[src/sv/tsg_pkg.sv]
// Package for the trapezoid step generator: field widths, opcodes, command kinds,
// register indexes, reset values and the structs passed between front, queue and back.
// No dependencies.
package tsg_pkg;

  // Field widths
  localparam int OPCODE_W  = 3;
  localparam int DIST_W    = 32;
  localparam int VEL_W     = 28;
  localparam int ACC_W     = 29;
  localparam int STEP_W    = 5;
  localparam int CFG_IDX_W = 2;

  // Input opcodes as they arrive on tuser
  localparam logic [OPCODE_W-1:0] OP_TICK     = 3'd0;
  localparam logic [OPCODE_W-1:0] OP_MOVE_ABS = 3'd1;
  localparam logic [OPCODE_W-1:0] OP_MOVE_REL = 3'd2;
  localparam logic [OPCODE_W-1:0] OP_STOP     = 3'd3;
  localparam logic [OPCODE_W-1:0] OP_ENABLE   = 3'd4;
  localparam logic [OPCODE_W-1:0] OP_DISABLE  = 3'd5;

  // Register indexes on the config channel
  localparam logic [CFG_IDX_W-1:0] CFG_MAX_VEL = 2'd0;
  localparam logic [CFG_IDX_W-1:0] CFG_MIN_VEL = 2'd1;
  localparam logic [CFG_IDX_W-1:0] CFG_ACCEL   = 2'd2;

  // Register reset values
  localparam logic [VEL_W-1:0] MAX_VEL_RST = 28'd16777216;
  localparam logic [VEL_W-1:0] MIN_VEL_RST = 28'd167772;
  localparam logic [VEL_W-1:0] ACCEL_RST   = 28'd16777;

  // Command kind after decode; unused opcodes become a no-op
  typedef enum logic [2:0] {
    KIND_TICK,
    KIND_MOVE_ABS,
    KIND_MOVE_REL,
    KIND_HALT,
    KIND_ENABLE,
    KIND_DISABLE,
    KIND_NOP
  } cmd_kind_t;

  // One queued command
  typedef struct packed {
    cmd_kind_t          kind;
    logic [DIST_W-1:0]  distance;
  } cmd_t;

  // Result word, step_count in the lowest bits
  typedef struct packed {
    logic               enabled_out;
    logic               moving_out;
    logic [DIST_W-1:0]  position_out;
    logic               direction_out;
    logic [STEP_W-1:0]  step_count;
  } result_t;

  localparam int OUT_W = $bits(result_t);

endpackage

[src/sv/tsg_front.sv]
// Front end of the step generator: takes input transfers, decodes the opcode into a
// command kind and holds it in a one-entry slot. Uses tsg_pkg.
module tsg_front (
  input  logic                        clk,
  input  logic                        rst,
  input  logic                        s_tvalid,
  output logic                        s_tready,
  input  logic [tsg_pkg::DIST_W-1:0]  s_tdata,   // [31:0] distance
  input  logic [tsg_pkg::OPCODE_W-1:0] s_tuser,  // [2:0] opcode
  output logic                        q_valid,
  input  logic                        q_ready,
  output tsg_pkg::cmd_t               q_cmd
);

  logic               slot_valid;
  tsg_pkg::cmd_t      slot_cmd;
  tsg_pkg::cmd_kind_t kind_dec;

  // Opcode decode
  always_comb begin
    unique case (s_tuser)
      tsg_pkg::OP_TICK:     kind_dec = tsg_pkg::KIND_TICK;
      tsg_pkg::OP_MOVE_ABS: kind_dec = tsg_pkg::KIND_MOVE_ABS;
      tsg_pkg::OP_MOVE_REL: kind_dec = tsg_pkg::KIND_MOVE_REL;
      tsg_pkg::OP_STOP:     kind_dec = tsg_pkg::KIND_HALT;
      tsg_pkg::OP_ENABLE:   kind_dec = tsg_pkg::KIND_ENABLE;
      tsg_pkg::OP_DISABLE:  kind_dec = tsg_pkg::KIND_DISABLE;
      default:              kind_dec = tsg_pkg::KIND_NOP;
    endcase
  end

  // Slot refills whenever it is empty or draining into the queue
  assign s_tready = !slot_valid || q_ready;

  always_ff @(posedge clk) begin
    if (rst) begin
      slot_valid <= 1'b0;
    end else if (s_tready) begin
      slot_valid <= s_tvalid;
    end
  end

  always_ff @(posedge clk) begin
    if (s_tvalid && s_tready) begin
      slot_cmd.kind     <= kind_dec;
      slot_cmd.distance <= s_tdata;
    end
  end

  assign q_valid = slot_valid;
  assign q_cmd   = slot_cmd;

endmodule

[src/sv/tsg_queue.sv]
// Two-entry command queue between front and back, so that each side stalls on its own.
// Uses tsg_pkg.
module tsg_queue (
  input  logic          clk,
  input  logic          rst,
  input  logic          in_valid,
  output logic          in_ready,
  input  tsg_pkg::cmd_t in_cmd,
  output logic          out_valid,
  input  logic          out_ready,
  output tsg_pkg::cmd_t out_cmd
);

  localparam int DEPTH = 2;
  localparam int PTR_W = $clog2(DEPTH);

  tsg_pkg::cmd_t      entries [DEPTH];
  logic [PTR_W-1:0]   wr_ptr;
  logic [PTR_W-1:0]   rd_ptr;
  logic [PTR_W:0]     count;
  logic               push;
  logic               pop;

  assign in_ready  = (count != (PTR_W+1)'(DEPTH));
  assign out_valid = (count != '0);
  assign push      = in_valid && in_ready;
  assign pop       = out_valid && out_ready;
  assign out_cmd   = entries[rd_ptr];

  // Pointers and fill level
  always_ff @(posedge clk) begin
    if (rst) begin
      wr_ptr <= '0;
      rd_ptr <= '0;
      count  <= '0;
    end else begin
      if (push) wr_ptr <= wr_ptr + 1'b1;
      if (pop)  rd_ptr <= rd_ptr + 1'b1;
      if (push && !pop)      count <= count + 1'b1;
      else if (pop && !push) count <= count - 1'b1;
    end
  end

  // Storage
  always_ff @(posedge clk) begin
    if (push) begin
      entries[wr_ptr] <= in_cmd;
    end
  end

endmodule

[src/sv/tsg_back.sv]
// Back end of the step generator: holds the motion state and the velocity registers,
// executes one command per cycle (trapezoid profile on ticks) into an output register
// while that register is empty or m_tready is high. Uses tsg_pkg.
module tsg_back #(
  parameter int FRAC_BITS = 24
) (
  input  logic                          clk,
  input  logic                          rst,
  input  logic                          cmd_valid,
  output logic                          cmd_ready,
  input  tsg_pkg::cmd_t                 cmd,
  input  logic                          cfg_valid,
  input  logic [tsg_pkg::CFG_IDX_W-1:0] cfg_index,
  input  logic [tsg_pkg::VEL_W-1:0]     cfg_data,
  output logic                          m_tvalid,
  input  logic                          m_tready,
  output tsg_pkg::result_t              m_result
);

  localparam int VW = tsg_pkg::VEL_W;
  localparam int AW = tsg_pkg::ACC_W;
  localparam int DW = tsg_pkg::DIST_W;

  // Velocity ceiling: 16 whole steps per tick less one LSB, within 28 bits
  localparam longint unsigned CAP_RAW  = (64'd16 << FRAC_BITS) - 64'd1;
  localparam logic [VW-1:0]   VEL_CAP  = (CAP_RAW > 64'h0FFF_FFFF) ? 28'h0FFF_FFFF
                                                                   : VW'(CAP_RAW);
  localparam logic [AW:0]     FRAC_MSK = (AW+1)'((64'd1 << FRAC_BITS) - 64'd1);

  // Configuration registers
  logic [VW-1:0] max_velocity;
  logic [VW-1:0] vel_floor;
  logic [VW-1:0] accel_step;

  // Motion state
  logic [DW-1:0] position, position_next;
  logic [DW-1:0] target, target_next;
  logic [VW-1:0] velocity, velocity_next;
  logic [AW-1:0] accumulator, accumulator_next;
  logic          direction, direction_next;
  logic          moving, moving_next;
  logic          enabled, enabled_next;
  logic [tsg_pkg::STEP_W-1:0] steps;

  // Tick datapath
  logic [DW-1:0]         diff;
  logic                  want;
  logic [DW-1:0]         remain;
  logic [VW+DW-1:0]      accel_dist;
  logic [2*VW-1:0]       vel_sq;
  logic [2*VW-1:0]       vel_sq_sh;
  logic                  brake;
  logic signed [VW+1:0]  vel_dec;
  logic                  dec_low;
  logic [VW:0]           vel_inc;
  logic                  inc_high;
  logic                  reverse;
  logic [VW-1:0]         vel_sel;
  logic [VW-1:0]         vel_cap;
  logic                  tick_dir;
  logic [AW:0]           acc_sum;
  logic [AW:0]           whole;
  logic [DW-1:0]         reach;
  logic                  arrive;
  logic [DW-1:0]         move_tgt;
  logic                  take;

  assign cmd_ready = !m_tvalid || m_tready;
  assign take      = cmd_valid && cmd_ready;

  // Remaining distance and braking test: 2*accel*remain <= v*v >> FRAC_BITS
  assign diff       = target - position;
  assign want       = ~diff[DW-1];
  assign remain     = want ? diff : (DW'(0) - diff);
  assign accel_dist = {{DW{1'b0}}, accel_step} * {{VW{1'b0}}, remain};
  assign vel_sq     = {{VW{1'b0}}, velocity} * {{VW{1'b0}}, velocity};
  assign vel_sq_sh  = vel_sq >> FRAC_BITS;
  assign brake      = {accel_dist, 1'b0} <= {{(DW-VW+1){1'b0}}, vel_sq_sh};

  // Candidate velocities
  assign vel_dec  = $signed({2'b00, velocity}) - $signed({2'b00, accel_step});
  assign dec_low  = vel_dec < $signed({2'b00, vel_floor});
  assign vel_inc  = {1'b0, velocity} + {1'b0, accel_step};
  assign inc_high = vel_inc > {1'b0, max_velocity};
  assign reverse  = (want != direction) && (velocity > vel_floor);

  // Profile rule: reversal brake, then braking distance, then acceleration
  always_comb begin
    if (reverse) begin
      vel_sel  = dec_low ? vel_floor : vel_dec[VW-1:0];
      tick_dir = dec_low ? want : direction;
    end else if (brake) begin
      vel_sel  = dec_low ? vel_floor : vel_dec[VW-1:0];
      tick_dir = want;
    end else begin
      vel_sel  = inc_high ? max_velocity : vel_inc[VW-1:0];
      tick_dir = want;
    end
  end

  // Step accumulation and arrival check
  assign vel_cap = (vel_sel > VEL_CAP) ? VEL_CAP : vel_sel;
  assign acc_sum = {1'b0, accumulator} + {2'b00, vel_cap};
  assign whole   = acc_sum >> FRAC_BITS;
  assign reach   = tick_dir ? (target - position) : (position - target);
  assign arrive  = {{(DW-AW-1){1'b0}}, whole} >= reach;

  assign move_tgt = (cmd.kind == tsg_pkg::KIND_MOVE_REL) ? (position + cmd.distance)
                                                         : cmd.distance;

  // Command execution
  always_comb begin
    position_next    = position;
    target_next      = target;
    velocity_next    = velocity;
    accumulator_next = accumulator;
    direction_next   = direction;
    moving_next      = moving;
    enabled_next     = enabled;
    steps            = '0;
    unique case (cmd.kind) inside
      tsg_pkg::KIND_TICK: begin
        if (moving && enabled) begin
          if (remain == '0) begin
            moving_next      = 1'b0;
            velocity_next    = '0;
            accumulator_next = '0;
          end else begin
            direction_next = tick_dir;
            if (arrive) begin
              position_next    = target;
              moving_next      = 1'b0;
              velocity_next    = '0;
              accumulator_next = '0;
              steps            = reach[tsg_pkg::STEP_W-1:0];
            end else begin
              position_next    = tick_dir ? position + {{(DW-AW-1){1'b0}}, whole}
                                          : position - {{(DW-AW-1){1'b0}}, whole};
              velocity_next    = vel_cap;
              accumulator_next = AW'(acc_sum & FRAC_MSK);
              steps            = whole[tsg_pkg::STEP_W-1:0];
            end
          end
        end
      end
      tsg_pkg::KIND_MOVE_ABS, tsg_pkg::KIND_MOVE_REL: begin
        if (!(move_tgt == position && !moving)) begin
          target_next = move_tgt;
          moving_next = 1'b1;
        end
      end
      tsg_pkg::KIND_HALT, tsg_pkg::KIND_DISABLE: begin
        target_next      = position;
        velocity_next    = '0;
        accumulator_next = '0;
        moving_next      = 1'b0;
        if (cmd.kind == tsg_pkg::KIND_DISABLE) enabled_next = 1'b0;
      end
      tsg_pkg::KIND_ENABLE: begin
        enabled_next = 1'b1;
      end
      default: begin
      end
    endcase
  end

  // Configuration registers; the user must write them only while idle (not enforced here)
  always_ff @(posedge clk) begin
    if (rst) begin
      max_velocity <= tsg_pkg::MAX_VEL_RST;
      vel_floor    <= tsg_pkg::MIN_VEL_RST;
      accel_step   <= tsg_pkg::ACCEL_RST;
    end else if (cfg_valid) begin
      case (cfg_index)
        tsg_pkg::CFG_MAX_VEL: max_velocity <= cfg_data;
        tsg_pkg::CFG_MIN_VEL: vel_floor    <= cfg_data;
        tsg_pkg::CFG_ACCEL:   accel_step   <= cfg_data;
        default: begin
        end
      endcase
    end
  end

  // Motion state
  always_ff @(posedge clk) begin
    if (rst) begin
      position    <= '0;
      target      <= '0;
      velocity    <= '0;
      accumulator <= '0;
      direction   <= 1'b1;
      moving      <= 1'b0;
      enabled     <= 1'b0;
    end else if (take) begin
      position    <= position_next;
      target      <= target_next;
      velocity    <= velocity_next;
      accumulator <= accumulator_next;
      direction   <= direction_next;
      moving      <= moving_next;
      enabled     <= enabled_next;
    end
  end

  // Output register
  always_ff @(posedge clk) begin
    if (rst) begin
      m_tvalid <= 1'b0;
    end else if (cmd_ready) begin
      m_tvalid <= cmd_valid;
    end
  end

  always_ff @(posedge clk) begin
    if (take) begin
      m_result.step_count    <= steps;
      m_result.direction_out <= direction_next;
      m_result.position_out  <= position_next;
      m_result.moving_out    <= moving_next;
      m_result.enabled_out   <= enabled_next;
    end
  end

endmodule

[src/sv/trapezoid_step_generator.sv]
// Top level of the trapezoid step generator: front decode, command queue, back end.
// Uses tsg_pkg, tsg_front, tsg_queue, tsg_back.
//
//   channel  | direction | tdata / data             | tuser / index
//   ---------+-----------+--------------------------+---------------
//   s_axis   | in        | [31:0] distance          | [2:0] opcode
//   m_axis   | out       | [4:0] step_count, [5] direction_out, [37:6] position_out,
//            |           | [38] moving_out, [39] enabled_out
//   cfg      | in        | cfg_data [27:0]          | cfg_index [1:0]
//
// One command per cycle sustained while m_tready stays high; m_tvalid rises after the input
// transfer has passed the input slot, the queue and the output register, in that order.
// The rate is set by the back end, whose motion state feeds the next command's profile step.
// Synchronous reset clears valid flags, queue pointers and motion state and restores the
// register reset values; slot and queue contents and the result word are not reset.
// A stalled m_tready fills the output register, queue and input slot before
// s_tready drops; config writes are taken every cycle (cfg_ready is tied high).
module trapezoid_step_generator #(
  parameter int FRAC_BITS = 24
) (
  input  logic                           clk,
  input  logic                           rst,
  input  logic                           s_tvalid,
  output logic                           s_tready,
  input  logic [tsg_pkg::DIST_W-1:0]     s_tdata,   // [31:0] distance
  input  logic [tsg_pkg::OPCODE_W-1:0]   s_tuser,   // [2:0] opcode
  output logic                           m_tvalid,
  input  logic                           m_tready,
  output logic [tsg_pkg::OUT_W-1:0]      m_tdata,   // [4:0] step_count, [5] direction_out,
                                                    // [37:6] position_out, [38] moving_out,
                                                    // [39] enabled_out
  input  logic                           cfg_valid,
  output logic                           cfg_ready,
  input  logic [tsg_pkg::CFG_IDX_W-1:0]  cfg_index,
  input  logic [tsg_pkg::VEL_W-1:0]      cfg_data
);

  logic             fq_valid;
  logic             fq_ready;
  tsg_pkg::cmd_t    fq_cmd;
  logic             qb_valid;
  logic             qb_ready;
  tsg_pkg::cmd_t    qb_cmd;
  tsg_pkg::result_t result;

  assign cfg_ready = 1'b1;
  assign m_tdata   = result;

  tsg_front u_front (
    .clk      (clk),
    .rst      (rst),
    .s_tvalid (s_tvalid),
    .s_tready (s_tready),
    .s_tdata  (s_tdata),
    .s_tuser  (s_tuser),
    .q_valid  (fq_valid),
    .q_ready  (fq_ready),
    .q_cmd    (fq_cmd)
  );

  tsg_queue u_queue (
    .clk       (clk),
    .rst       (rst),
    .in_valid  (fq_valid),
    .in_ready  (fq_ready),
    .in_cmd    (fq_cmd),
    .out_valid (qb_valid),
    .out_ready (qb_ready),
    .out_cmd   (qb_cmd)
  );

  tsg_back #(
    .FRAC_BITS (FRAC_BITS)
  ) u_back (
    .clk       (clk),
    .rst       (rst),
    .cmd_valid (qb_valid),
    .cmd_ready (qb_ready),
    .cmd       (qb_cmd),
    .cfg_valid (cfg_valid),
    .cfg_index (cfg_index),
    .cfg_data  (cfg_data),
    .m_tvalid  (m_tvalid),
    .m_tready  (m_tready),
    .m_result  (result)
  );

endmodule

[config.mk]
export PLATFORM = sky130hd
export DESIGN_NAME = trapezoid_step_generator
export DESIGN_NICKNAME = d
export VERILOG_FILES = /design/src/sv/tsg_pkg.sv /design/src/sv/tsg_front.sv /design/src/sv/tsg_queue.sv /design/src/sv/tsg_back.sv /design/src/sv/trapezoid_step_generator.sv
export SDC_FILE = /design/constraint.sdc
export NUM_CORES = 2
export LEC_CHECK = 0
export BUFFER_PORTS_ARGS = -buffer_cell sky130_fd_sc_hd__buf_2
export CORE_UTILIZATION = 55
export CTS_BUF_LIST = sky130_fd_sc_hd__clkbuf_4 sky130_fd_sc_hd__clkbuf_8
export DETAILED_ROUTE_END_ITERATION = 16
export GPL_ROUTABILITY_DRIVEN = 0
export HOLD_SLACK_MARGIN = 0.05
export PLACE_DENSITY = 0.68
export SLEW_MARGIN = 20
export SYNTH_ARGS = -nofsm -noshare
export SYNTH_HDL_FRONTEND = slang
export SYNTH_SLANG_ARGS = --single-unit
[constraint.sdc]
create_clock -name clk -period 43.8 [get_ports clk]
set_input_delay 6.57 -clock clk [delete_from_list [all_inputs] [get_ports clk]]
set_output_delay 6.57 -clock clk [all_outputs]
set_load 0.05 [all_outputs]
* Yosys cells after proc, flatten, opt, wreduce, memory -nomap -nowiden *
Memory sizes are Yosys's and may differ from the RTL's. A register that Yosys moved wholly into a read port is not among the register bits.
Cells that the tools add are included.

operators by class
  $mul = 2
  reduce and logical (&&, ||, !) cells = 31
  muxes and demuxes = 43
  add/sub/neg operators = 13
  bitwise operators = 3
  order comparisons = 6
  equality and inequality tests = 17

operator list
  operator                                            number
  2-to-1 mux 32 bit                                   9
  2-to-1 mux 28 bit                                   8
  case mux 32 bit (2 select lines)                    1
  subtractor 32 bit                                   2
  <= comparator 61 x 32 -> 1 bit                      1
  multiplier 28 x 32 -> 60 bit                        1
  2-to-1 mux 29 bit                                   2
  case mux 29 bit (2 select lines)                    1
  multiplier 28 x 28 -> 56 bit                        1
  case mux 28 bit (2 select lines)                    1
  adder 32 bit                                        1
  adder 32 x 6 -> 32 bit                              1
  equality test 32 bit                                1
  greater-or-equal comparator 6 x 32 -> 1 bit         1
  logical NOT 32 bit                                  1
  subtractor 1 x 32 -> 32 bit (first input constant)  1
  subtractor 32 x 6 -> 32 bit                         1
  adder 29 x 28 -> 30 bit                             1
  less-than comparator 30 x 29 -> 1 bit               1
  adder 28 x 28 -> 29 bit                             1
  > comparator 29 x 28 -> 1 bit                       1
  subtractor 28 x 28 -> 29 bit                        1
  > comparator 28 bit                                 1
  > comparator 28 bit (second input constant)         1
  other kinds (28)                                    74

storage, ports and cells
  bits in writable memories = 70
  memories kept = 1
  register bits = 289
  logic and storage cells = 138

memories
  name             words  bits a word  rd ports  clocked after memory_dff  write ports  line             source
  u_queue.entries  2      35           1         1                         1            tsg_queue.sv:17  tsg_pkg::cmd_t entries [DEPTH];

* Longest topological paths before layout *
  word-level depth = 16
  depth in mapped cells = 93
  gate-level depth less buffers = 87

* By module *
A second synthesis with hierarchy kept.

second synthesis, totals
  cells, all modules = 9225
  area, all modules = 79338.6 um^2

by module, submodules not included
  module                    cells each  seq. area each (um^2)  area each (um^2)  instances
  tsg_back                  9047        5285.1                 75459.9           1
  tsg_queue                 133         2202.1                 2746.4            1
  tsg_front                 43          1071.0                 1121.1            1
  trapezoid_step_generator  2           0.0                    11.3              1

* Worst setup path after synthesis *
OpenSTA, ideal clock, no wires.

  path kind = register -> register
  start point = register u_back.position[1]
  end point = register u_back.m_result[37] (netlist bit) (data pin)
  required time = 43.541 ns
  cell stages (with the launch flop) = 83
  data arrival time = 18.674 ns
  path slack = 24.867 ns
  path buffers = 2
  cells stage by stage = dfxtp_1 > ha_1 > nor2b_1 > o31a_1 > o41ai_2 > a211oi_2 > or3_1 > a211o_1 > or2_1 > nor2_1 > a31o_2 > xor2_1 > clkbuf_1 > nor2_1 > fa_1 > fa_1 > fa_1 > inv_1 > [47 not listed] > ha_1 > nor2_1 > ha_1 > a211o_1 > or3_1 > nand4_1 > a21oi_1 > a211o_1 > a311o_1 > a21o_1 > nand2_1 > o211ai_1 > a31oi_1 > o21bai_1 > a21oi_1 > xnor3_1 > nor2b_1 > o31ai_1

between the ends
  longest elaborated chain between the ends = 16
  elaborated cells on any way between the ends = 26

RTL lines
  what                                                                   line                              source
  from (decl)                                                            tsg_back.sv:36                    logic [DW-1:0] position, position_next;
  from (signal assigned)                                                 tsg_back.sv:195                   position <= position_next;
  subtractor 32 bit                                                      tsg_back.sv:72, tsg_back.sv:105
  subtractor 1 x 32 -> 32 bit                                            tsg_back.sv:74                    assign remain = want ? diff : (DW'(0) - diff);
  2-to-1 mux 32 bit                                                      tsg_back.sv:74
  multiplier 28 x 32 -> 60 bit                                           tsg_back.sv:75                    assign accel_dist = {{DW{1'b0}}, accel_step} * {{VW{1'b0}}, remain};
  <= comparator 61 x 32 -> 1 bit                                         tsg_back.sv:78                    assign brake = {accel_dist, 1'b0} <= {{(DW-VW+1){1'b0}}, vel_sq_sh};
  2-to-1 mux 28 bit                                                      tsg_back.sv:92                    end else if (brake) begin
  2-to-1 mux 28 bit                                                      tsg_back.sv:89                    if (reverse) begin
  > comparator 28 bit                                                    tsg_back.sv:102                   assign vel_cap = (vel_sel > VEL_CAP) ? VEL_CAP : vel_sel;
  2-to-1 mux 28 bit                                                      tsg_back.sv:102
  adder 29 x 28 -> 30 bit                                                tsg_back.sv:103                   assign acc_sum = {1'b0, accumulator} + {2'b00, vel_cap};
  subtractor 32 x 6 -> 32 bit or adder 32 x 6 -> 32 bit (tied branches)  tsg_back.sv:138, tsg_back.sv:137
  2-to-1 mux 32 bit                                                      tsg_back.sv:137                   position_next = tick_dir ? position + {{(DW-AW-1){1'b0}}, whole}
  2-to-1 mux 32 bit                                                      tsg_back.sv:130                   if (arrive) begin
  2-to-1 mux 32 bit (*)                                                  tsg_back.sv:124                   if (remain == '0) begin
  2-to-1 mux 32 bit (*)                                                  tsg_back.sv:123                   if (moving && enabled) begin
  2-to-1 mux 32 bit (*)                                                  tsg_back.sv:121                   unique case (cmd.kind) inside
  net u_back.position_next[31]                                           tsg_back.sv:36
  to (decl)                                                              tsg_back.sv:17                    output tsg_pkg::result_t m_result

The timed path passes the listed nets; every way through them passes the cells marked *.
A chain may end at the register's enable or synchronous reset.

* Worst setup path in the final report *
Ends and elaborated chain as after synthesis.

==> run metrics <==
top cell family by delay on the critical path=compound AO/OA/AOI/OAI gates; number of synthesized register bits=~360; floorplan die area=148000 um2; commonest cells in the synthesized netlist=sky130_fd_sc_hd__inv_1, sky130_fd_sc_hd__fa_1, sky130_fd_sc_hd__nand2_1, sky130_fd_sc_hd__ha_1, sky130_fd_sc_hd__nor2_1; Max Fclk=44.77 MHz; clk sinks=355; Worst setup startpoint=u_back.position[1]; xor-xnor portion of the synthesized cell area=3.387%; largest family of logic cells by synthesized area=adder cells; final number of hold-violating endpoints=0; cell count after synthesis=around 9300; largest net degree at the start of global routing=94; number of synthesized flops with an enable pin=145; share of the cycle needed by the critical path after routing=51.00%; fraction of the yosys area taken by sequential cells=10.63%; dominant cells by area after synthesis=sky130_fd_sc_hd__fa_1, sky130_fd_sc_hd__ha_1, sky130_fd_sc_hd__inv_1, sky130_fd_sc_hd__edfxtp_1, sky130_fd_sc_hd__dfxtp_1; starting density of the core=55.33%; net count after synthesis=between 10000 and 15000; critical path class=flip-flop to flip-flop; hold buffer count at cts=0; result of the run=complete, no violations; largest stage delay on the critical path=just under 0.7 ns; sort of element at the start of the critical path=flip-flop; top-level I/O count=113; post-synth top area share=34.45%; cell type with the highest aggregate area in the netlist=sky130_fd_sc_hd__fa_1; hpwl dp=approximately 200000 um; number of placement rows=140; Skew-Pair Late Insertion Delay=0.72 ns; total count of max-transition violations in the final report=0; dominant cell by count in the synthesized netlist=sky130_fd_sc_hd__inv_1; Bufs on Longest Clock Path=3; max-cap viol count=0; type of element capturing the critical path=flip-flop; clock tree skew after final layout=0.07776 ns; Fin Setup TNS=0 ns; remaining global-route overflow=0; Synth cell types=111; drt total wl=about 260000 um; vertical extent of the die=384.7 um; global-route wire length before repair=399800 um; worst path bufs/invs=8; remaining max-slew budget at the tightest pin=between 10% and 20%; RSZ-0062 raised after global routing=false; number of global-route vias before repair=69400; final worst path period need=22.34 ns; peak fanout along the critical path=38; top flip-flop cell by instance count after synthesis=sky130_fd_sc_hd__dfxtp_1; register-to-register setup slack=21.46 ns; Port Buffers=approximately 110; simple-gate share of the synthesized area=15.49%; Reg-to-Reg Start=u_back.position[1]; Worst Tran Pin Value=1.221 ns; proportion of synthesized area in mux cells=1.824%; CTS Root Buffer Type=sky130_fd_sc_hd__clkbuf_8; complex-gate fraction of the synthesized area=11.87%; Post CTS Setup Buffer Count=0; total DRC errors in the routed layout=0; count of vias placed by the detailed router=approximately 67000; DR vias/cell=5.960; share of post-route cells with drive strength above 1=6.318%; Arr. time, crit path=22.75 ns; Worst path slowest cell=sky130_fd_sc_hd__or3_1; fraction of registers with async set or reset after synthesis=0%; most frequent cell on the critical path=sky130_fd_sc_hd__ha_1; fill cell total of the finished layout=12990; TritonCTS clock tree=built; Hold Path Origin=u_front.q_cmd[20]; area inside the core boundary=between 100000 and 150000 um2; relative area change from synthesis to final layout=4.887%; Nets=roughly 11000; # setup viols final=0; TritonRoute pass-1 iters=6; Syn Std Cell Area=80540 um2; number of H-tree branching levels=2; die boundary width=384.7 um; Critical Path RT=44.21 ns; Reg clk slew, reported paths=0.07 ns; global router's overall resource usage=35.41%; Hold WC Path Type=flip-flop to flip-flop; Post-CTS Resized=0; adder and majority gate portion of the synthesized area=between 40 and 50%; TritonCTS buffer count=between 60 and 70; average wire per cell in the routed design=23.05 um; worst path setup slack after routing=around 21 ns; syn_area_per_cell=just under 9 um2; DRT antenna net count=0; DRT iter0 DRCs=5996; post-placement setup slack=21.91 ns; initial antenna violation count=9; warnings from Yosys=0
## metrics by stage
step / util, % / std cells / area [um2] / hold slack [ns]
final: 58.03 / 11170 / 84470 / 0.4284
after global routing: 58.02 / 11160 / 84460 / 0.4493
after CTS: 58.00 / 11160 / 84430 / 0.4492
after detailed placement: 57.02 / 11050 / 83010 / 0.4316
after global placement: 57.02 / 11050 / 83000 / 0.4220
after floorplan: - / 9318 / 80540 / 0.4215
## kinds of logic after synthesis
| kind of cell | count (synthesis) |
|---|---|
| AND/OR/NAND/NOR | 2674 |
| XOR/XNOR | 309 |
| adder cells (fa/ha/maj) | 2137 |
| flip-flops | 355 |
| buffers and inverters | 2260 |
| multiplexers | 139 |
| other | 1 |
| AO/OA/AOI/OAI | 1443 |
## routing by layer
metal / GRT usage, % / part of all wire (%) / vias up
met5: 0 / 0.018 / -
met4: 20.44 / 7.0 / 8
met3: 8.932 / 11 / 930
met2: 56.03 / 45 / 3482
met1: 43.97 / 38 / 32750
li1: - / - / 29380
## cell usage in the layout, fill, tap and decap left out, types with 45 or more instances in the layout
cell type	Yosys	layout
sky130_fd_sc_hd__a21oi_1	466	465
sky130_fd_sc_hd__nand4_1	57	57
sky130_fd_sc_hd__clkbuf_8	0	73
sky130_fd_sc_hd__and3_1	58	58
sky130_fd_sc_hd__xnor2_1	209	197
sky130_fd_sc_hd__ha_1	751	751
sky130_fd_sc_hd__inv_1	1796	1795
sky130_fd_sc_hd__mux2i_1	86	86
sky130_fd_sc_hd__o21a_1	51	51
sky130_fd_sc_hd__nand2_1	1096	1095
sky130_fd_sc_hd__nor3_1	104	104
sky130_fd_sc_hd__buf_4	9	140
sky130_fd_sc_hd__a211oi_1	61	61
sky130_fd_sc_hd__dfxtp_1	210	200
sky130_fd_sc_hd__o21ai_0	240	239
sky130_fd_sc_hd__a32oi_1	57	57
sky130_fd_sc_hd__fa_1	1386	1386
sky130_fd_sc_hd__and2_1	407	407
sky130_fd_sc_hd__o21bai_1	45	45
sky130_fd_sc_hd__a21o_1	119	119
sky130_fd_sc_hd__nand3_1	92	91
sky130_fd_sc_hd__xor2_1	98	90
sky130_fd_sc_hd__buf_2	37	110
sky130_fd_sc_hd__edfxtp_1	145	145
sky130_fd_sc_hd__mux2_2	49	49
sky130_fd_sc_hd__nor2_1	590	586
## area by class of cell
type                       instances  area (um2)  area share (%)
sequential                       355        8571           10.15
clock inverter                    23       280.3          0.3318
inverter                        1819        6828           8.083
clock buffer                      92        1147           1.358
antenna                            5       12.51         0.01481
timing repair buffer             252        1633           1.933
multi-input combinational       6703       63600           75.29
tap                             1917        2399           2.839
## worst paths after layout
| kind | cells after the start | end |
|---|---|---|
| min | 0 | u_queue.entries[0][20] |
| min reg2reg | 0 | u_queue.entries[0][20] |
| max reg2reg | 82 | u_back.m_result[37] |
| max | 82 | u_back.m_result[37] |
## flip-flops by register name, summed over array words and instances (netlist names), named ones only
register / count
u_back.accel_step: 28
u_back.velocity: 28
u_front.q_valid: 1
u_back.m_result: 40
u_back.target: 32
u_back.vel_floor: 28
u_back.position: 32
u_queue.entries: 70
u_queue.wr_ptr: 1
u_back.direction: 1
u_queue.count: 2
u_back.enabled: 1
u_back.m_tvalid: 1
u_queue.rd_ptr: 1
u_back.accumulator: 24
u_back.max_velocity: 28
u_back.moving: 1
u_front.q_cmd: 35
Power is not shown: default switching activity piles up to over one toggle a cycle in this logic, so the estimate is an artifact.
